**src/rtl/fifo_queue_with_sorted_insert_macros.svh**
```systemverilog
// ---------------------------------------------------------------------------
// fifo_queue_with_sorted_insert assertion macros
// Shared concurrent assertion forms, clocked on clk, reset rst.
// ---------------------------------------------------------------------------
`ifndef FIFO_QUEUE_WITH_SORTED_INSERT_MACROS_SVH
`define FIFO_QUEUE_WITH_SORTED_INSERT_MACROS_SVH

// Check that holds outside reset
`define FQSI_ASSERT(lbl, prop, msg) \
  lbl: assert property (@(posedge clk) disable iff (rst) prop) else $error(msg);

// Check that also covers reset itself
`define FQSI_ASSERT_RST(lbl, prop, msg) \
  lbl: assert property (@(posedge clk) prop) else $error(msg);

`endif

```
**src/rtl/fqsi_pkg.sv**
```systemverilog
// ---------------------------------------------------------------------------
// fqsi_pkg
// Shared types, constants and helpers of the sorted-insert queue.
// ---------------------------------------------------------------------------
package fqsi_pkg;

  localparam int DEPTH  = 16;
  localparam int IDX_W  = $clog2(DEPTH);
  localparam int CNT_W  = $clog2(DEPTH + 1);
  localparam int DATA_W = 32;

  typedef enum logic [1:0] {
    CMD_ENQ = 2'd0,
    CMD_INS = 2'd1,
    CMD_DEQ = 2'd2,
    CMD_CLR = 2'd3
  } cmd_t;

  typedef enum logic [1:0] {
    ST_OK    = 2'd0,
    ST_EMPTY = 2'd1,
    ST_FULL  = 2'd2
  } status_t;

  // Memory read address source
  typedef enum logic [1:0] {
    RD_NONE,
    RD_POS,
    RD_IM1,
    RD_HEAD
  } rd_sel_t;

  // Memory write address/data source
  typedef enum logic [1:0] {
    WR_NONE,
    WR_TAIL,
    WR_POS,
    WR_SHIFT
  } wr_sel_t;

  // Commands from controller to datapath
  typedef struct packed {
    logic    load;
    rd_sel_t rd_sel;
    wr_sel_t wr_sel;
    logic    cnt_inc;
    logic    deq_take;
    logic    clr;
    logic    pos_clr;
    logic    pos_inc;
    logic    i_load;
    logic    i_dec;
    logic    st_full;
    logic    st_empty;
    logic    out_load;
  } ctl_t;

  // Status from datapath to controller
  typedef struct packed {
    cmd_t cmd;
    logic full;
    logic empty;
    logic pos_end;
    logic i_at_pos;
    logic less;
  } sts_t;

  // Store position of a logical index counted from the head
  function automatic logic [IDX_W-1:0] slot(input logic [IDX_W-1:0] head,
                                             input logic [CNT_W-1:0] ofs);
    logic [IDX_W:0] s;
    s = {1'b0, head} + (IDX_W+1)'(ofs);
    if (s >= (IDX_W+1)'(DEPTH)) begin
      s = s - (IDX_W+1)'(DEPTH);
    end
    return s[IDX_W-1:0];
  endfunction

endpackage

```
**src/rtl/fqsi_datapath.sv**
```systemverilog
// ---------------------------------------------------------------------------
// fqsi_datapath
// Entry store, head/count registers, scan and shift pointers, result regs.
// ---------------------------------------------------------------------------
module fqsi_datapath
  import fqsi_pkg::*;
(
  input  logic                     clk,
  input  logic                     rst,
  input  ctl_t                     ctl,
  input  logic [1:0]               cmd_in,
  input  logic signed [DATA_W-1:0] value_in,
  output sts_t                     sts,
  output logic signed [DATA_W-1:0] head_value,
  output logic signed [DATA_W-1:0] removed_value,
  output logic [1:0]               status,
  output logic [CNT_W-1:0]         count
);

  logic signed [DATA_W-1:0] mem [DEPTH];
  logic signed [DATA_W-1:0] rd_data;
  logic signed [DATA_W-1:0] value_q;
  logic signed [DATA_W-1:0] removed_q;
  logic signed [DATA_W-1:0] wr_data;
  cmd_t                     cmd_q;
  status_t                  st_q;
  logic [IDX_W-1:0]         head_idx;
  logic [IDX_W-1:0]         head_idx_next;
  logic [CNT_W-1:0]         ent_cnt;
  logic [CNT_W-1:0]         pos;
  logic [CNT_W-1:0]         idx;
  logic [IDX_W-1:0]         rd_addr;
  logic [IDX_W-1:0]         wr_addr;

  // Status back to the controller
  assign sts.cmd      = cmd_q;
  assign sts.full     = (ent_cnt == CNT_W'(DEPTH));
  assign sts.empty    = (ent_cnt == '0);
  assign sts.pos_end  = (pos == ent_cnt);
  assign sts.i_at_pos = (idx == pos);
  assign sts.less     = (rd_data < value_q);

  assign head_idx_next = slot(head_idx, CNT_W'(1));

  // Read address select
  always_comb begin
    case (ctl.rd_sel)
      RD_POS:  rd_addr = slot(head_idx, pos);
      RD_IM1:  rd_addr = slot(head_idx, idx - CNT_W'(1));
      default: rd_addr = head_idx;
    endcase
  end

  // Write address/data select
  always_comb begin
    case (ctl.wr_sel)
      WR_TAIL: begin
        wr_addr = slot(head_idx, ent_cnt);
        wr_data = value_q;
      end
      WR_SHIFT: begin
        wr_addr = slot(head_idx, idx);
        wr_data = rd_data;
      end
      default: begin
        wr_addr = slot(head_idx, pos);
        wr_data = value_q;
      end
    endcase
  end

  // Entry store: one write, one registered read
  always_ff @(posedge clk) begin
    if (ctl.wr_sel != WR_NONE) begin
      mem[wr_addr] <= wr_data;
    end
    if (ctl.rd_sel != RD_NONE) begin
      rd_data <= mem[rd_addr];
    end
  end

  // Queue state
  always_ff @(posedge clk) begin
    if (rst) begin
      head_idx <= '0;
      ent_cnt  <= '0;
    end else if (ctl.clr) begin
      head_idx <= '0;
      ent_cnt  <= '0;
    end else if (ctl.deq_take) begin
      head_idx <= head_idx_next;
      ent_cnt  <= ent_cnt - CNT_W'(1);
    end else if (ctl.cnt_inc) begin
      ent_cnt  <= ent_cnt + CNT_W'(1);
    end
  end

  // Command beat, pointers and result fields
  always_ff @(posedge clk) begin
    if (ctl.load) begin
      cmd_q     <= cmd_t'(cmd_in);
      value_q   <= value_in;
      st_q      <= ST_OK;
      removed_q <= '0;
    end
    if (ctl.st_full) begin
      st_q <= ST_FULL;
    end
    if (ctl.st_empty) begin
      st_q <= ST_EMPTY;
    end
    if (ctl.deq_take) begin
      removed_q <= rd_data;
    end
    if (ctl.pos_clr) begin
      pos <= '0;
    end else if (ctl.pos_inc) begin
      pos <= pos + CNT_W'(1);
    end
    if (ctl.i_load) begin
      idx <= ent_cnt;
    end else if (ctl.i_dec) begin
      idx <= idx - CNT_W'(1);
    end
    if (ctl.out_load) begin
      head_value    <= (ent_cnt != '0) ? rd_data : '0;
      removed_value <= removed_q;
      status        <= st_q;
      count         <= ent_cnt;
    end
  end

endmodule

```
**src/rtl/fqsi_ctrl.sv**
```systemverilog
// ---------------------------------------------------------------------------
// fqsi_ctrl
// Command sequencer: decode, scan, shift, head readback and result strobe.
// ---------------------------------------------------------------------------
module fqsi_ctrl
  import fqsi_pkg::*;
(
  input  logic clk,
  input  logic rst,
  input  logic start,
  input  sts_t sts,
  output ctl_t ctl,
  output logic busy,
  output logic done
);

  typedef enum logic [3:0] {
    S_IDLE,
    S_DECODE,
    S_SCAN_RD,
    S_SCAN_CMP,
    S_SHIFT_RD,
    S_SHIFT_WR,
    S_DEQ_TAKE,
    S_HEAD_RD,
    S_HEAD_OUT
  } state_t;

  state_t state;
  state_t state_next;

  assign busy = (state != S_IDLE);

  // Next state and datapath commands
  always_comb begin
    ctl        = '0;
    state_next = state;
    case (state)
      S_IDLE: begin
        if (start) begin
          ctl.load   = 1'b1;
          state_next = S_DECODE;
        end
      end
      S_DECODE: begin
        state_next = S_HEAD_RD;
        case (sts.cmd)
          CMD_ENQ: begin
            if (sts.full) begin
              ctl.st_full = 1'b1;
            end else begin
              ctl.wr_sel  = WR_TAIL;
              ctl.cnt_inc = 1'b1;
            end
          end
          CMD_INS: begin
            if (sts.full) begin
              ctl.st_full = 1'b1;
            end else begin
              ctl.pos_clr = 1'b1;
              state_next  = S_SCAN_RD;
            end
          end
          CMD_DEQ: begin
            if (sts.empty) begin
              ctl.st_empty = 1'b1;
            end else begin
              ctl.rd_sel = RD_HEAD;
              state_next = S_DEQ_TAKE;
            end
          end
          default: ctl.clr = 1'b1;
        endcase
      end
      // Forward scan for the first entry not less than the value
      S_SCAN_RD: begin
        if (sts.pos_end) begin
          ctl.i_load = 1'b1;
          state_next = S_SHIFT_RD;
        end else begin
          ctl.rd_sel = RD_POS;
          state_next = S_SCAN_CMP;
        end
      end
      S_SCAN_CMP: begin
        if (sts.less) begin
          ctl.pos_inc = 1'b1;
          state_next  = S_SCAN_RD;
        end else begin
          ctl.i_load  = 1'b1;
          state_next  = S_SHIFT_RD;
        end
      end
      // Move entries back one place from the tail down to the insert point
      S_SHIFT_RD: begin
        if (sts.i_at_pos) begin
          ctl.wr_sel  = WR_POS;
          ctl.cnt_inc = 1'b1;
          state_next  = S_HEAD_RD;
        end else begin
          ctl.rd_sel  = RD_IM1;
          state_next  = S_SHIFT_WR;
        end
      end
      S_SHIFT_WR: begin
        ctl.wr_sel = WR_SHIFT;
        ctl.i_dec  = 1'b1;
        state_next = S_SHIFT_RD;
      end
      S_DEQ_TAKE: begin
        ctl.deq_take = 1'b1;
        state_next   = S_HEAD_RD;
      end
      S_HEAD_RD: begin
        ctl.rd_sel = RD_HEAD;
        state_next = S_HEAD_OUT;
      end
      S_HEAD_OUT: begin
        ctl.out_load = 1'b1;
        state_next   = S_IDLE;
      end
      default: state_next = S_IDLE;
    endcase
  end

  // State and result strobe
  always_ff @(posedge clk) begin
    if (rst) begin
      state <= S_IDLE;
      done  <= 1'b0;
    end else begin
      state <= state_next;
      done  <= (state == S_HEAD_OUT);
    end
  end

endmodule

```
**src/rtl/fifo_queue_with_sorted_insert.sv**
```systemverilog
// ---------------------------------------------------------------------------
// fifo_queue_with_sorted_insert
// Bounded queue of signed 32-bit values with enqueue, sorted insert,
// dequeue and clear; one result beat per command.
//
//   channel   handshake          payload
//   command   start / busy       cmd, value
//   result    done (1 cycle)     head_value, removed_value, status, count
//
// Enqueue, clear, full and empty cases pass straight from decode to the head
// readback; dequeue adds a take step; sorted insert scans forward for the
// insert point and shifts the later entries back one place at a time through
// the entry memory. Reset (rst, synchronous) empties the queue and idles the
// sequencer; no clearing pass. Results cannot be stalled; a new command
// may be accepted in the cycle that done is high.
// ---------------------------------------------------------------------------
`include "fifo_queue_with_sorted_insert_macros.svh"

module fifo_queue_with_sorted_insert
  import fqsi_pkg::*;
(
  input  logic                     clk,
  input  logic                     rst,
  input  logic                     start,
  output logic                     busy,
  input  logic [1:0]               cmd,
  input  logic signed [DATA_W-1:0] value,
  output logic                     done,
  output logic signed [DATA_W-1:0] head_value,
  output logic signed [DATA_W-1:0] removed_value,
  output logic [1:0]               status,
  output logic [CNT_W-1:0]         count
);

  ctl_t ctl;
  sts_t sts;

  fqsi_ctrl u_ctrl (
    .clk   (clk),
    .rst   (rst),
    .start (start),
    .sts   (sts),
    .ctl   (ctl),
    .busy  (busy),
    .done  (done)
  );

  fqsi_datapath u_dp (
    .clk           (clk),
    .rst           (rst),
    .ctl           (ctl),
    .cmd_in        (cmd),
    .value_in      (value),
    .sts           (sts),
    .head_value    (head_value),
    .removed_value (removed_value),
    .status        (status),
    .count         (count)
  );

  // Checks
  `FQSI_ASSERT_RST(a_rst_idle, rst |=> (!busy && !done), "not idle after reset")
  `FQSI_ASSERT(a_accept_busy, (start && !busy) |=> busy, "accepted command not busy")
  `FQSI_ASSERT(a_done_idle, done |-> !busy, "result beat while busy")
  `FQSI_ASSERT(a_full_cnt, (done && status == ST_FULL) |-> (count == CNT_W'(DEPTH)), "full status with room")
  `FQSI_ASSERT(a_empty_res, (done && status == ST_EMPTY) |-> (count == '0 && removed_value == '0), "empty status mismatch")

endmodule

```
**config.mk**
```make
export PLATFORM = sky130hd
export DESIGN_NAME = fifo_queue_with_sorted_insert
export DESIGN_NICKNAME = d
export VERILOG_FILES = /design/src/rtl/fqsi_pkg.sv /design/src/rtl/fqsi_datapath.sv /design/src/rtl/fqsi_ctrl.sv /design/src/rtl/fifo_queue_with_sorted_insert.sv
export VERILOG_INCLUDE_DIRS = /design/src /design/src/rtl
export SDC_FILE = /design/constraint.sdc
export NUM_CORES = 1
export LEC_CHECK = 0
export BUFFER_PORTS_ARGS = -buffer_cell sky130_fd_sc_hd__buf_2
export CORE_ASPECT_RATIO = 0.7
export CORE_MARGIN = 2
export CORE_UTILIZATION = 40
export DETAILED_ROUTE_END_ITERATION = 12
export GPL_ROUTABILITY_DRIVEN = 0
export PLACE_DENSITY_LB_ADDON = 0.05
export SYNTH_ARGS = -nofsm -noshare
export SYNTH_HDL_FRONTEND = slang
export SYNTH_HIERARCHICAL = 1
export SYNTH_SLANG_ARGS = --single-unit
```
**constraint.sdc**
```tcl
create_clock -name clk -period 6.6 [get_ports clk]
set_input_delay 0.66 -clock clk [delete_from_list [all_inputs] [get_ports clk]]
set_output_delay 0.66 -clock clk [all_outputs]
set_load 0.1 [all_outputs]
```
After elaboration in Yosys (flattened, before gate mapping)
Memories as Yosys holds them, arrays and structs flattened. A register that Yosys moved wholly into a read port is not among the register bits.
Cells that the tools add are included.
{"block": "classes", "n_addsub": 14, "magnitude_cmp": 6, "n_eq_ne": 18, "n_mux": 55, "n_reduce_logical": 14}
{"cell": "$mux W32", "n": 3}
{"cell": "$lt A32 B32 Y1", "n": 1}
{"cell": "$pmux W4 S8", "n": 1}
{"cell": "$ge A5 B5 Y1 const B", "n": 5}
{"cell": "$mux W4", "n": 6}
{"cell": "$add A4 B5 Y5", "n": 4}
{"cell": "$mux W1", "n": 20}
{"cell": "$mux W2", "n": 10}
{"cell": "$mux W5", "n": 4}
{"cell": "$sub A4 B1 Y4 const B", "n": 5}
{"cell": "$eq A4 B3 Y1 const B", "n": 4}
{"cell": "$pmux W4 S2", "n": 2}
{"cell": "$mux W3", "n": 4}
{"cell": "$reduce_bool A2 Y1", "n": 6}
{"cell": "$add A5 B1 Y5 const B", "n": 2}
{"cell": "$eq A5 B5 Y1", "n": 2}
{"cell": "$sub A5 B1 Y5 const B", "n": 2}
{"cell": "$eq A4 B2 Y1 const B", "n": 2}
{"cell": "$pmux W2 S4", "n": 1}
{"cell": "$eq A2 B1 Y1 const B", "n": 3}
{"cell": "$eq A2 B2 Y1 const B", "n": 3}
{"cell": "$pmux W2 S3", "n": 1}
{"cell": "$pmux W3 S2", "n": 1}
{"cell": "$add A4 B1 Y5 const B", "n": 1}
{"cell": "other kinds (12)", "n": 14}
{"block": "word_totals", "regBits": 163, "mem_bits_rw": 512, "inputBits": 37, "output_inout_bits": 73, "elab_cells": 122, "mem_count": 1}
{"memory": "u_dp.mem", "depth": 16, "width": 32, "read_ports": 1, "rd_clocked_by_memory_dff": 1, "write_ports": 1, "line": "fqsi_datapath.sv:20", "text": "logic signed [DATA_W-1:0] mem [DEPTH];"}

Depth between registers and ports, before layout
Gate-level depths: netlist (run 1).
{"block": "depth", "word_depth": 7, "mapped_depth": 18, "depth_no_buf": 16}

Modules after synthesis
The synthesis (run 1) kept the hierarchy.
{"module": "fqsi_datapath", "n_inst": 1, "cells_each": 1652, "area_per_inst_um2": 28962.8, "seq_area_each_um2": 20920.1}
{"module": "fqsi_ctrl", "n_inst": 1, "cells_each": 70, "area_per_inst_um2": 511.7, "seq_area_each_um2": 100.1}

Least setup slack after synthesis (run 1)
Ideal clock, no wire load.
{"block": "synth_path", "path_type": "register to register", "startpoint": "register u_dp.ent_cnt[0]", "endpoint": "memory u_dp.mem[10][0] (enable)", "setup_ns": 0.421, "t_arrival_ns": 4.734, "t_required_ns": 6.179, "slack_ns": 1.445, "path_stages_with_launch": 18, "path_buffers": 2, "synth_period_minus_slack_ns": 5.155, "cell_sequence": "dfxtp_1 or4_1 nor2_1 inv_1 a21oi_1 nor3_1 nand2_1 clkbuf_1 clkbuf_1 nand2_1 o21ai_0 ha_1 a21o_1 a21oi_1 xnor2_1 mux2i_1 xnor2_1 nor2_1"}
{"item": "start: declaration", "line": "fqsi_datapath.sv:29", "text": "logic [CNT_W-1:0] ent_cnt;"}
{"item": "start signal: assignment", "line": "fqsi_datapath.sv:92", "text": "ent_cnt <= ent_cnt - CNT_W'(1);"}
{"item": "start signal: assignment", "line": "fqsi_datapath.sv:94", "text": "ent_cnt <= ent_cnt + CNT_W'(1);"}
{"item": "end: declaration", "line": "fqsi_datapath.sv:20"}

==> results.md, run 1 <==
* Iter 0 DRT Violations at 1,274
* IO Pins at 110
* Nets at 1,963
* Critical Path, Cell by Cell: or4_1 -> nor2_1 -> inv_1 -> a21oi_1 -> nor3_1 -> nand2_2 -> buf_4 -> o21ai_0 -> ha_1 -> a21o_1 -> a21oi_1 -> xnor2_1 -> mux2i_1 -> xnor2_2 -> nor2_4 -> buf_12
* Mapped Cells at 1,722
* Residual DRC count at 0
* CTS Buf Count at 72
* Seq cells post-synth at 707
* H-tree Lvls at 3
* RSZ-0062 raised after global routing: false
* Area Growth Syn to Fin at 14.7%
* Mapped Area at 0.0295 mm^2
* Most frequent cells in the layout: edfxtp_1 (686), mux2i_1 (489), buf_2 (109)
* Layout cells sized above 1 at 16.7%
* Tot GR Track Use at 18.4%
* Fin. max-slew vios at 0
* Commonest non-fill, non-tap cell in the layout: edfxtp_1
* Worst path max stage delay at 990 ps
* CTS sink cnt at 707
* Synth unique cells at 49
* Max Clk Rate at 176 MHz
* Crit path DAT at 6000 ps
* DIE WIDTH at 328 um
* Number of synthesized flops with an enable pin at 686
* Top cell by count, worst path: a21oi_1
* Hold Path Origin: value[15]
* Status: finished clean
* Delay-heaviest family, CP: simple AND/OR/NAND/NOR gates
* Layout Utilization at 46.3%
* Placed wire-length estimate at 41.7 mm
* Crit. End Element: flop
* Worst slew margin at 14.0%
* I/O Buffers at 109
* CTS tree: yes
* Avg Cell Area, Syn at 17.1 um^2
* Cts repair resizes at 0
* CP max stage cell: nor3_1
* Hold Path End: u_dp/value_q[15]
* Vias in the first global route at 15.0k
* Clock Skew at 15.6 ps
* Crit share post-route at 86.0%
* Synth warn at 6
* Post-Route WL at 68.9 mm
* Req. time, crit path at 6920 ps
* Flop pwr share at 45.2%
* Combinational fraction of design power at 21.5%
* Crit path launch type: flop
* Net Sw Power at 3.51 mW
* Sequential fraction of the synthesis area at 71.3%
* Clock power frac at 33.3%
* Vias per cell at 5.09
* HP Class: in -> reg
* Via count at 14.8k
* Async set-or-reset flop fraction in the synthesized netlist at 0%
* Max Cap Violations at 0
* Final setup vio count at 0
* Hold depth at 1
* FP Rows at 83
* CTS Hold Bufs at 0
* Pre-antenna DRT Iters at 5
* Worst-Skew Late Latency at 630 ps
* Core Region at 0.0731 mm^2
* Reg2Reg Setup Slack at 920 ps
* Int Pwr at 8.69 mW
* Critical path class: reg -> reg
* CP Buf/Inv Count at 3
* Slew @ Worst Pin at 1280 ps
* Number of setup buffers added after CTS at 0
* Final hold vios at 0
* Pwr/cell area at 361 mW/mm^2
* Leakage power at 13.5 nW
* Starting density of the core at 40.3%
* Global-route wire length before repair at 102 mm
* Worst R2R Path Depth at 16
* Post-DR wirelength/cell at 23.7 um
* Setup TNS at 0 ps
* Net Sw Frac at 28.8%
* Pin count of the biggest net entering global routing at 72
* Total gr overflow at 0
* Die area at 0.0759 mm^2
* Chip Height at 231 um
* Reg2reg end: u_dp/mem[11][22]
* Crit Reg-Reg Startpoint: u_dp/ent_cnt[3]
* Max FO, Critical Path at 38
* Main synth FF type: edfxtp_1
* Period minus WS final at 5680 ps
* Clock buffer depth at 3
* Hold slack at 204 ps
* Worst-path clk slew at 60 ps
* Antenna-violating nets left at 0
* Root Driver: clkbuf_16
* Max VDD drop at 0.207 mV
* Initial antenna violation count at 2
* Mapped Nets at 1,816
layout make-up:
class	instances	area, um^2
fill	6344	39300
sequential	707	21000
multi-input combinational	884	8060
clock buffer	90	1910
tap	977	1220
timing repair buffer	147	981
clock inverter	42	413
inverter	57	214
antenna	1	2.50
synthesized netlist by cell type (11+ instances only):
cell type | number | area, um^2
o21ai_0 | 11 | 55.1
nor2b_1 | 36 | 225
ha_1 | 53 | 663
inv_1 | 57 | 214
mux2i_1 | 489 | 4890
xnor2_1 | 17 | 149
nand2_1 | 26 | 97.6
a21o_1 | 12 | 90.1
a21oi_1 | 26 | 130
mux2_2 | 35 | 394
dfxtp_1 | 21 | 420
clkbuf_1 | 19 | 71.3
edfxtp_1 | 686 | 20600
and2_1 | 36 | 225
nor2_1 | 49 | 184
buf_2 | 45 | 225
xor2_1 | 14 | 123
how the worst max path moves through the flow:
stage	start	to	cells past startpoint
CTS	u_dp/ent_cnt[3]	u_dp/mem[12][29]	16
detailed placement	u_dp/ent_cnt[3]	u_dp/mem[8][0]	16
finish	u_dp/ent_cnt[3]	u_dp/mem[11][22]	16
global route	u_dp/ent_cnt[3]	u_dp/mem[12][27]	16
floorplan	u_dp/ent_cnt[0]	u_dp/mem[10][0]	17
global placement	u_dp/ent_cnt[0]	u_dp/mem[12][17]	16
flip-flops by register name, summed over array words and instances (netlist names):
signal              flops
u_ctrl/state            4
u_dp/removed_value     32
u_dp/mem              512
u_dp/cmd_q              2
u_dp/head_value        32
u_ctrl/done             1
u_dp/status             2
u_dp/ent_cnt            5
u_dp/idx                5
u_dp/value_q           32
u_dp/pos                5
u_dp/st_q               2
u_dp/rd_data           32
u_dp/removed_q         32
u_dp/head_idx           4
u_dp/count              5
kinds of logic after synthesis:
| logic type | after synthesis | synth area share [%] |
|---|---|---|
| DFF | 707 | 71.3 |
| AOI/OAI and AO/OA | 81 | 1.83 |
| buffers and inverters | 131 | 2.01 |
| xor gates and xnor gates | 32 | 0.976 |
| muxes | 524 | 17.9 |
| and+or+nand+nor | 190 | 3.40 |
| adders and majority gates | 57 | 2.52 |
routing by layer:
layer	part of all wire, %	up-vias	global-route usage (%)
met5	0	-	0
met2	43	279	26.5
li1	-	6896	-
met3	5.0	89	3.90
met1	50	7533	28.1
met4	1.8	0	4.45
power by group through the flow:
| stage | Clock, mW | Sequential, mW | Combinational, mW |
|---|---|---|---|
| after floorplan | 0 | 5.55 | 1.87 |
| after global placement | 0 | 5.61 | 2.64 |
| after detailed placement | 0 | 5.61 | 2.67 |
| after CTS | 4.18 | 5.52 | 2.67 |
| after global routing | 4.35 | 5.54 | 2.85 |
| final | 4.06 | 5.52 | 2.62 |
through the flow:
stage | power (mW) | setup slack (ps) | instances | instance area [um^2]
after CTS | 12.4 | 874 | 2904 | 33800
after detailed placement | 8.28 | 895 | 2772 | 31500
after global routing | 12.7 | 464 | 2904 | 33800
final | 12.2 | 923 | 2905 | 33800
after global placement | 8.25 | 959 | 2772 | 31500
after floorplan | 7.42 | 1450 | 1722 | 29500
Power figures use the tool's default switching activity.
==> run 2: changes to the inputs <==
==> constraint.sdc (replaced) <==
create_clock -name clk -period 6.6 [get_ports clk]
set_input_delay 0.33 -clock clk [delete_from_list [all_inputs] [get_ports clk]]
set_output_delay 0.33 -clock clk [all_outputs]
set_load 0.1 [all_outputs]
==> run 2 against run 1 <==
  * Flip-flop and latch count unchanged
  * Via count increased by 0.75%
  * Power increased by 0.15%
  * Die area unchanged
  * First-iteration DRC count increased by 2.1%
==> results.md, run 2 (synthesis results as in run 1) <==
* Critical path class: reg -> reg (unchanged)
* Max FO, Critical Path at 38 (unchanged)
* CP Buf/Inv Count at 3 (unchanged)
* RSZ-0062 raised after global routing: false (unchanged)
* Crit path launch type: flop (unchanged)
* Iter 0 DRT Violations at 1,301 (was 1,274)
* Layout Cells excl Fill at 2,940 (was 2,905)
* Worst path max stage delay at 990 ps (about the same)
* Met2 Resource Use GR at 26.6% (was 26.5%)
* Area of the multi-input gates at 0.00806 mm^2 (unchanged)
* Chip Height at 231 um (unchanged)
* Status: finished clean (unchanged)
* Met3 track demand over resource at 3.87% (was 3.90%)
* Max Cap Violations at 0 (unchanged)
* Pwr/cell area at 357 mW/mm^2 (was 361 mW/mm^2)
* Initial antenna violation count at 2 (unchanged)
* Critical Path, Cell by Cell: or4_1 -> nor2_1 -> inv_1 -> a21oi_1 -> nor3_1 -> nand2_2 -> buf_4 -> o21ai_0 -> ha_1 -> a21o_1 -> a21oi_1 -> xnor2_1 -> mux2i_1 -> xnor2_2 -> nor2_4 -> buf_12 (unchanged)
* Fill cells at 6,319 (was 6,344)
* Fin. max-slew vios at 0 (unchanged)
* Max Clk Rate at 176 MHz (about the same)
* Dpl cells at 2,772 (unchanged)
* Residual DRC count at 0 (unchanged)
* Most frequent cells in the layout: edfxtp_1 (686), mux2i_1 (489), buf_2 (109) (unchanged)
* Vias per cell at 5.07 (was 5.09)
* HP Class: in -> reg (unchanged)
* Via count at 14.9k (was 14.8k)
* Crit. End Element: flop (unchanged)
* Crit Reg-Reg Startpoint: u_dp/ent_cnt[3] (unchanged)
* Reg2Reg Setup Slack at 930 ps (was 920 ps)
* Max VDD drop at 0.207 mV (about the same)
* Die area at 0.0759 mm^2 (unchanged)
* Pre-antenna DRT Iters at 6 (was 5)
* Layout Utilization at 46.7% (was 46.3%)
* Tot GR Track Use at 18.4% (about the same)
* Antenna-violating nets left at 0 (unchanged)
* CTS sink cnt at 707 (unchanged)
* Most used routing layer: met1 (unchanged)
* Core Region at 0.0731 mm^2 (unchanged)
* Area Growth Syn to Fin at 15.9% (was 14.7%)
* Global-route wire length before repair at 102 mm (about the same)
* Largest register FFs at 512 (unchanged)
* Post-DR wirelength/cell at 23.5 um (was 23.7 um)
* Clock buffer depth at 3 (unchanged)
* Setup TNS at 0 ps (unchanged)
* Number of setup buffers added after CTS at 0 (unchanged)
* CTS tree: yes (unchanged)
* Req. time, crit path at 6920 ps (about the same)
* Hold Path Origin: start (was value[15])
* Starting density of the core at 40.3% (unchanged)
* Layout cells sized above 1 at 16.4% (was 16.7%)
* FP Rows at 83 (unchanged)
* Placed wire-length estimate at 41.7 mm (unchanged)
* Pre-CTS WS at 895 ps (unchanged)
* Worst slew margin at 13.9% (was 14.0%)
* Period minus WS final at 5670 ps (was 5680 ps)
* Hold slack at 195 ps (was 204 ps)
* Post-Route WL at 69.1 mm (was 68.9 mm)
* I/O Buffers at 109 (unchanged)
* Total gr overflow at 0 (unchanged)
* Cts repair resizes at 0 (unchanged)
* Clock Skew at 16.6 ps (was 15.6 ps)
* Largest Register: u_dp/mem (unchanged)
* Root Driver: clkbuf_16 (unchanged)
* IO Pins at 110 (unchanged)
* CP max stage cell: nor3_1 (unchanged)
* Storage cell area at 0.0210 mm^2 (unchanged)
* Final setup vio count at 0 (unchanged)
* Leakage power at 13.6 nW (was 13.5 nW)
* DIE WIDTH at 328 um (unchanged)
* Commonest non-fill, non-tap cell in the layout: edfxtp_1 (unchanged)
* Slew @ Worst Pin at 1280 ps (about the same)
* GR Util met1 at 28.2% (was 28.1%)
* CP Launch Point: u_dp/ent_cnt[3] (unchanged)
* Pin count of the biggest net entering global routing at 72 (unchanged)
* Worst setup margin at 930 ps (was 923 ps)
* Nets at 1,998 (was 1,963)
* Top cell by count, worst path: a21oi_1 (unchanged)
* Worst-path clk slew at 60 ps (about the same)
* Final hold vios at 0 (unchanged)
* Vias in the first global route at 15.1k (was 15.0k)
* Worst-Skew Late Latency at 630 ps (about the same)
* CTS Buf Count at 72 (unchanged)
* H-tree Lvls at 3 (unchanged)
* Crit share post-route at 85.9% (was 86.0%)
* Delay-heaviest family, CP: simple AND/OR/NAND/NOR gates (unchanged)
* Crit path DAT at 6000 ps (about the same)
-- run 2: final timing paths --
check / end / cells past startpoint
setup / recovery: u_dp/mem[10][20] / 16
hold reg to reg: u_dp/removed_value[27] / 0
hold / removal: u_ctrl/state[1] / 4
setup reg to reg: u_dp/mem[10][20] / 16
-- run 2: worst min-delay path: stages --
cell	delay, ps
buf_2	110
inv_1	110
a211o_1	180
a21oi_1	40
-- run 2: layout make-up --
class / instances / area share [%]
antenna: 1 / 0.00732
clock buffer: 90 / 5.60
clock inverter: 42 / 1.21
inverter: 57 / 0.626
multi-input combinational: 884 / 23.6
sequential: 707 / 61.5
tap: 977 / 3.58
timing repair buffer: 182 / 3.90
-- run 2: power by group --
part | internal, mW | switching, mW
combinational | 1.01 | 1.62
sequential | 5.38 | 0.142
clock | 2.31 | 1.75
-- run 2: stage by stage --
step / power (mW) / instance area [um^2]
global route: 12.8 / 34200
detailed placement: 8.28 / 31500
CTS: 12.4 / 34200
global placement: 8.25 / 31500
finish: 12.2 / 34200
floorplan: 7.42 / 29500
-- run 2: metal layers --
layer | vias to the layer above | part of all wire, %
met5 | - | 0
met4 | 0 | 1.8
met3 | 90 | 4.6
met2 | 274 | 43
met1 | 7578 | 51
li1 | 6966 | -
-- run 2: what timing repair did --
item,CTS,global route
endpoints found under the hold margin,36,0
hold buffers,35,0
endpoints found under the setup margin,0,0
==> run 3: changes to the inputs <==
- CELL_PAD_IN_SITES_DETAIL_PLACEMENT: unset -> 1
- CELL_PAD_IN_SITES_GLOBAL_PLACEMENT: unset -> 1
- CORE_UTILIZATION: 40 -> 53
==> run 3 against run 2 <==
  * Sequential share of layout area rose by 0.90 points
  * Non-clock buffer count rose by 7
  * Largest power group unchanged
  * Critical endpoint is now u_dp/mem[8][24]
  * Final cell count fell by 8.4%
==> results.md, run 3 (synthesis results as in run 1) <==
* Crit Reg-Reg Startpoint: u_dp/ent_cnt[1] (was u_dp/ent_cnt[3])
* Global-route wire length before repair at 105 mm (was 102 mm)
* Root Driver: clkbuf_16 (unchanged)
* Die area at 0.0575 mm^2 (was 0.0759 mm^2)
* Cts repair resizes at 0 (unchanged)
* Max Clk Rate at 197 MHz (was 176 MHz)
* Final hold vios at 0 (unchanged)
* Fin. max-slew vios at 0 (unchanged)
* Iter 0 DRT Violations at 1,241 (was 1,301)
* Clock Skew at 16.5 ps (was 16.6 ps)
* Crit path DAT at 5380 ps (was 6000 ps)
* IO Pins at 110 (unchanged)
* CP max stage cell: nor2_4 (was nor3_1)
* Post-DR wirelength/cell at 26.1 um (was 23.5 um)
* Hold Path Origin: start (unchanged)
* Combinational fraction of design power at 22.5% (was 21.6%)
* Pwr/cell area at 353 mW/mm^2 (was 357 mW/mm^2)
* # diodes at 0 (was 1)
* Pin count of the biggest net entering global routing at 62 (was 72)
* CP Launch Point: u_dp/ent_cnt[1] (was u_dp/ent_cnt[3])
* Residual DRC count at 0 (unchanged)
* FP Rows at 72 (was 83)
* Layout cells sized above 1 at 16.0% (was 16.4%)
* Layout Cells excl Fill at 2,694 (was 2,940)
* Tot GR Track Use at 24.8% (was 18.4%)
* Post-Route WL at 70.3 mm (was 69.1 mm)
* Starting density of the core at 53.5% (was 40.3%)
* Max Cap Violations at 0 (unchanged)
* H-tree Lvls at 3 (unchanged)
* Int Pwr at 8.49 mW (was 8.70 mW)
* Storage cell area at 0.0210 mm^2 (unchanged)
* Total gr overflow at 0 (unchanged)
* Net Sw Power at 3.41 mW (was 3.51 mW)
* Status: finished clean (unchanged)
* Clock buffer depth at 3 (unchanged)
* Setup TNS at 0 ps (unchanged)
* Crit path launch type: flop (unchanged)
* I/O Buffers at 109 (unchanged)
* DIE WIDTH at 286 um (was 328 um)
* RSZ-0062 raised after global routing: false (unchanged)
* Via count at 15.4k (was 14.9k)
* CTS tree: yes (unchanged)
* Max VDD drop at 0.225 mV (was 0.207 mV)
* Pre-antenna DRT Iters at 5 (was 6)
* Worst-Skew Late Latency at 600 ps (was 630 ps)
* Crit share post-route at 77.0% (was 85.9%)
* Vias in the first global route at 16.2k (was 15.1k)
* Antenna-violating nets left at 0 (unchanged)
* Chip Height at 201 um (was 231 um)
* HP Class: in -> reg (unchanged)
* Largest Register: u_dp/mem (unchanged)
* Fill cells at 4,891 (was 6,319)
* Initial antenna violation count at 3 (was 2)
* Crit. End Element: flop (unchanged)
* Final setup vio count at 0 (unchanged)
* Worst slew margin at 22.8% (was 13.9%)
* Largest register FFs at 512 (unchanged)
* Flop pwr share at 46.5% (was 45.2%)
* Area Growth Syn to Fin at 14.3% (was 15.9%)
* Commonest non-fill, non-tap cell in the layout: edfxtp_1 (unchanged)
* Req. time, crit path at 6900 ps (was 6920 ps)
* Critical Path, Cell by Cell: or4_1 -> nor2_1 -> inv_1 -> a21oi_1 -> nor3_1 -> buf_4 -> nand2_2 -> nand2_1 -> o21ai_0 -> ha_1 -> a21o_1 -> a21oi_1 -> xnor2_1 -> mux2i_1 -> xnor2_2 -> nor2_4 -> buf_12 (was or4_1 -> nor2_1 -> inv_1 -> a21oi_1 -> nor3_1 -> nand2_2 -> buf_4 -> o21ai_0 -> ha_1 -> a21o_1 -> a21oi_1 -> xnor2_1 -> mux2i_1 -> xnor2_2 -> nor2_4 -> buf_12)
* Net Sw Frac at 28.7% (was 28.8%)
* Nets at 2,001 (was 1,998)
* Area of the multi-input gates at 0.00806 mm^2 (unchanged)
* Number of setup buffers added after CTS at 0 (unchanged)
* Tot Pwr at 11.9 mW (was 12.2 mW)
* Worst path max stage delay at 740 ps (was 990 ps)
* Placed wire-length estimate at 44.4 mm (was 41.7 mm)
* Clock power frac at 31.0% (was 33.2%)
* Slew @ Worst Pin at 1150 ps (was 1280 ps)
* Leakage power at 13.5 nW (was 13.6 nW)
* Max FO, Critical Path at 18 (was 38)
* Core Region at 0.0551 mm^2 (was 0.0731 mm^2)
* Most frequent cells in the layout: edfxtp_1 (686), mux2i_1 (489), buf_2 (109) (unchanged)
* Vias per cell at 5.73 (was 5.07)
* CTS Buf Count at 68 (was 72)
* Period minus WS final at 5080 ps (was 5670 ps)
* Top cell by count, worst path: a21oi_1 (unchanged)
* CTS Hold Bufs at 35 (unchanged)
* CTS sink cnt at 707 (unchanged)
* Critical path class: reg -> reg (unchanged)
* Dpl cells at 2,542 (was 2,772)
* Worst-path clk slew at 60 ps (about the same)
[run 3: changes by cell type in the layout (fill, tap and decap cells not counted), moves of 3 or more]
| cell | delta |
|---|---|
| clkinv_2 | -6 |
| bufinv_16 | -4 |
| clkinv_8 | -3 |
| clkbuf_16 | -3 |
| buf_4 | +4 |
[run 3: metrics by stage]
step | util [%] | setup slack [ps] | hold slack, ps | instance area, um^2
6_report | 61.1 | 1520 | 247 | 33700
5_1_grt | 61.1 | 1120 | 253 | 33700
4_1_cts | 61.1 | 1530 | 203 | 33700
3_5_place_dp | 56.7 | 1540 | 406 | 31300
3_3_place_gp | 56.7 | 1730 | 402 | 31300
2_1_floorplan | - | 1450 | 400 | 29500
[run 3: cell type report]
| cell class | count | share of cell area [%] |
|---|---|---|
| Multi-Input combinational cell | 884 | 23.9 |
| Timing Repair Buffer | 189 | 4.19 |
| Sequential cell | 707 | 62.4 |
| Clock inverter | 27 | 0.572 |
| Clock buffer | 90 | 5.52 |
| Tap cell | 740 | 2.75 |
| Inverter | 57 | 0.635 |
[run 3: metal layers]
layer / up-vias / global-route usage, % / share of wire [%]
met2: 355 / 37.6 / 45
met3: 96 / 4.04 / 4.7
met5: - / 0 / 0.017
met1: 8041 / 37.6 / 48
met4: 2 / 6.21 / 2.2
li1: 6932 / - / -
[run 3: critical path, delay by kind of cell (launching register included)]
family          cells  cell delay, ps
flops               1             410
simple gates        6            1910
buf+inv             3             550
mux                 1             380
compound gates      4             690
xor+xnor            2             530
fa+ha+maj           1             290
[run 3: final timing paths]
kind / to / cells after the start / slack (ps)
hold / removal: u_ctrl/state[2] / 4 / 250
hold reg to reg: u_dp/removed_value[3] / 0 / 420
setup / recovery: u_dp/mem[8][24] / 17 / 1520
setup reg to reg: u_dp/mem[8][24] / 17 / 1520
[run 3: power by group through the flow]
stage          Clock (mW)  Sequential (mW)  Combinational (mW)
2_1_floorplan           0             5.55                1.87
3_3_place_gp            0             5.62                2.59
3_5_place_dp            0             5.63                2.66
4_1_cts              3.76             5.53                2.70
5_1_grt              3.91             5.56                2.88
6_report             3.69             5.54                2.68
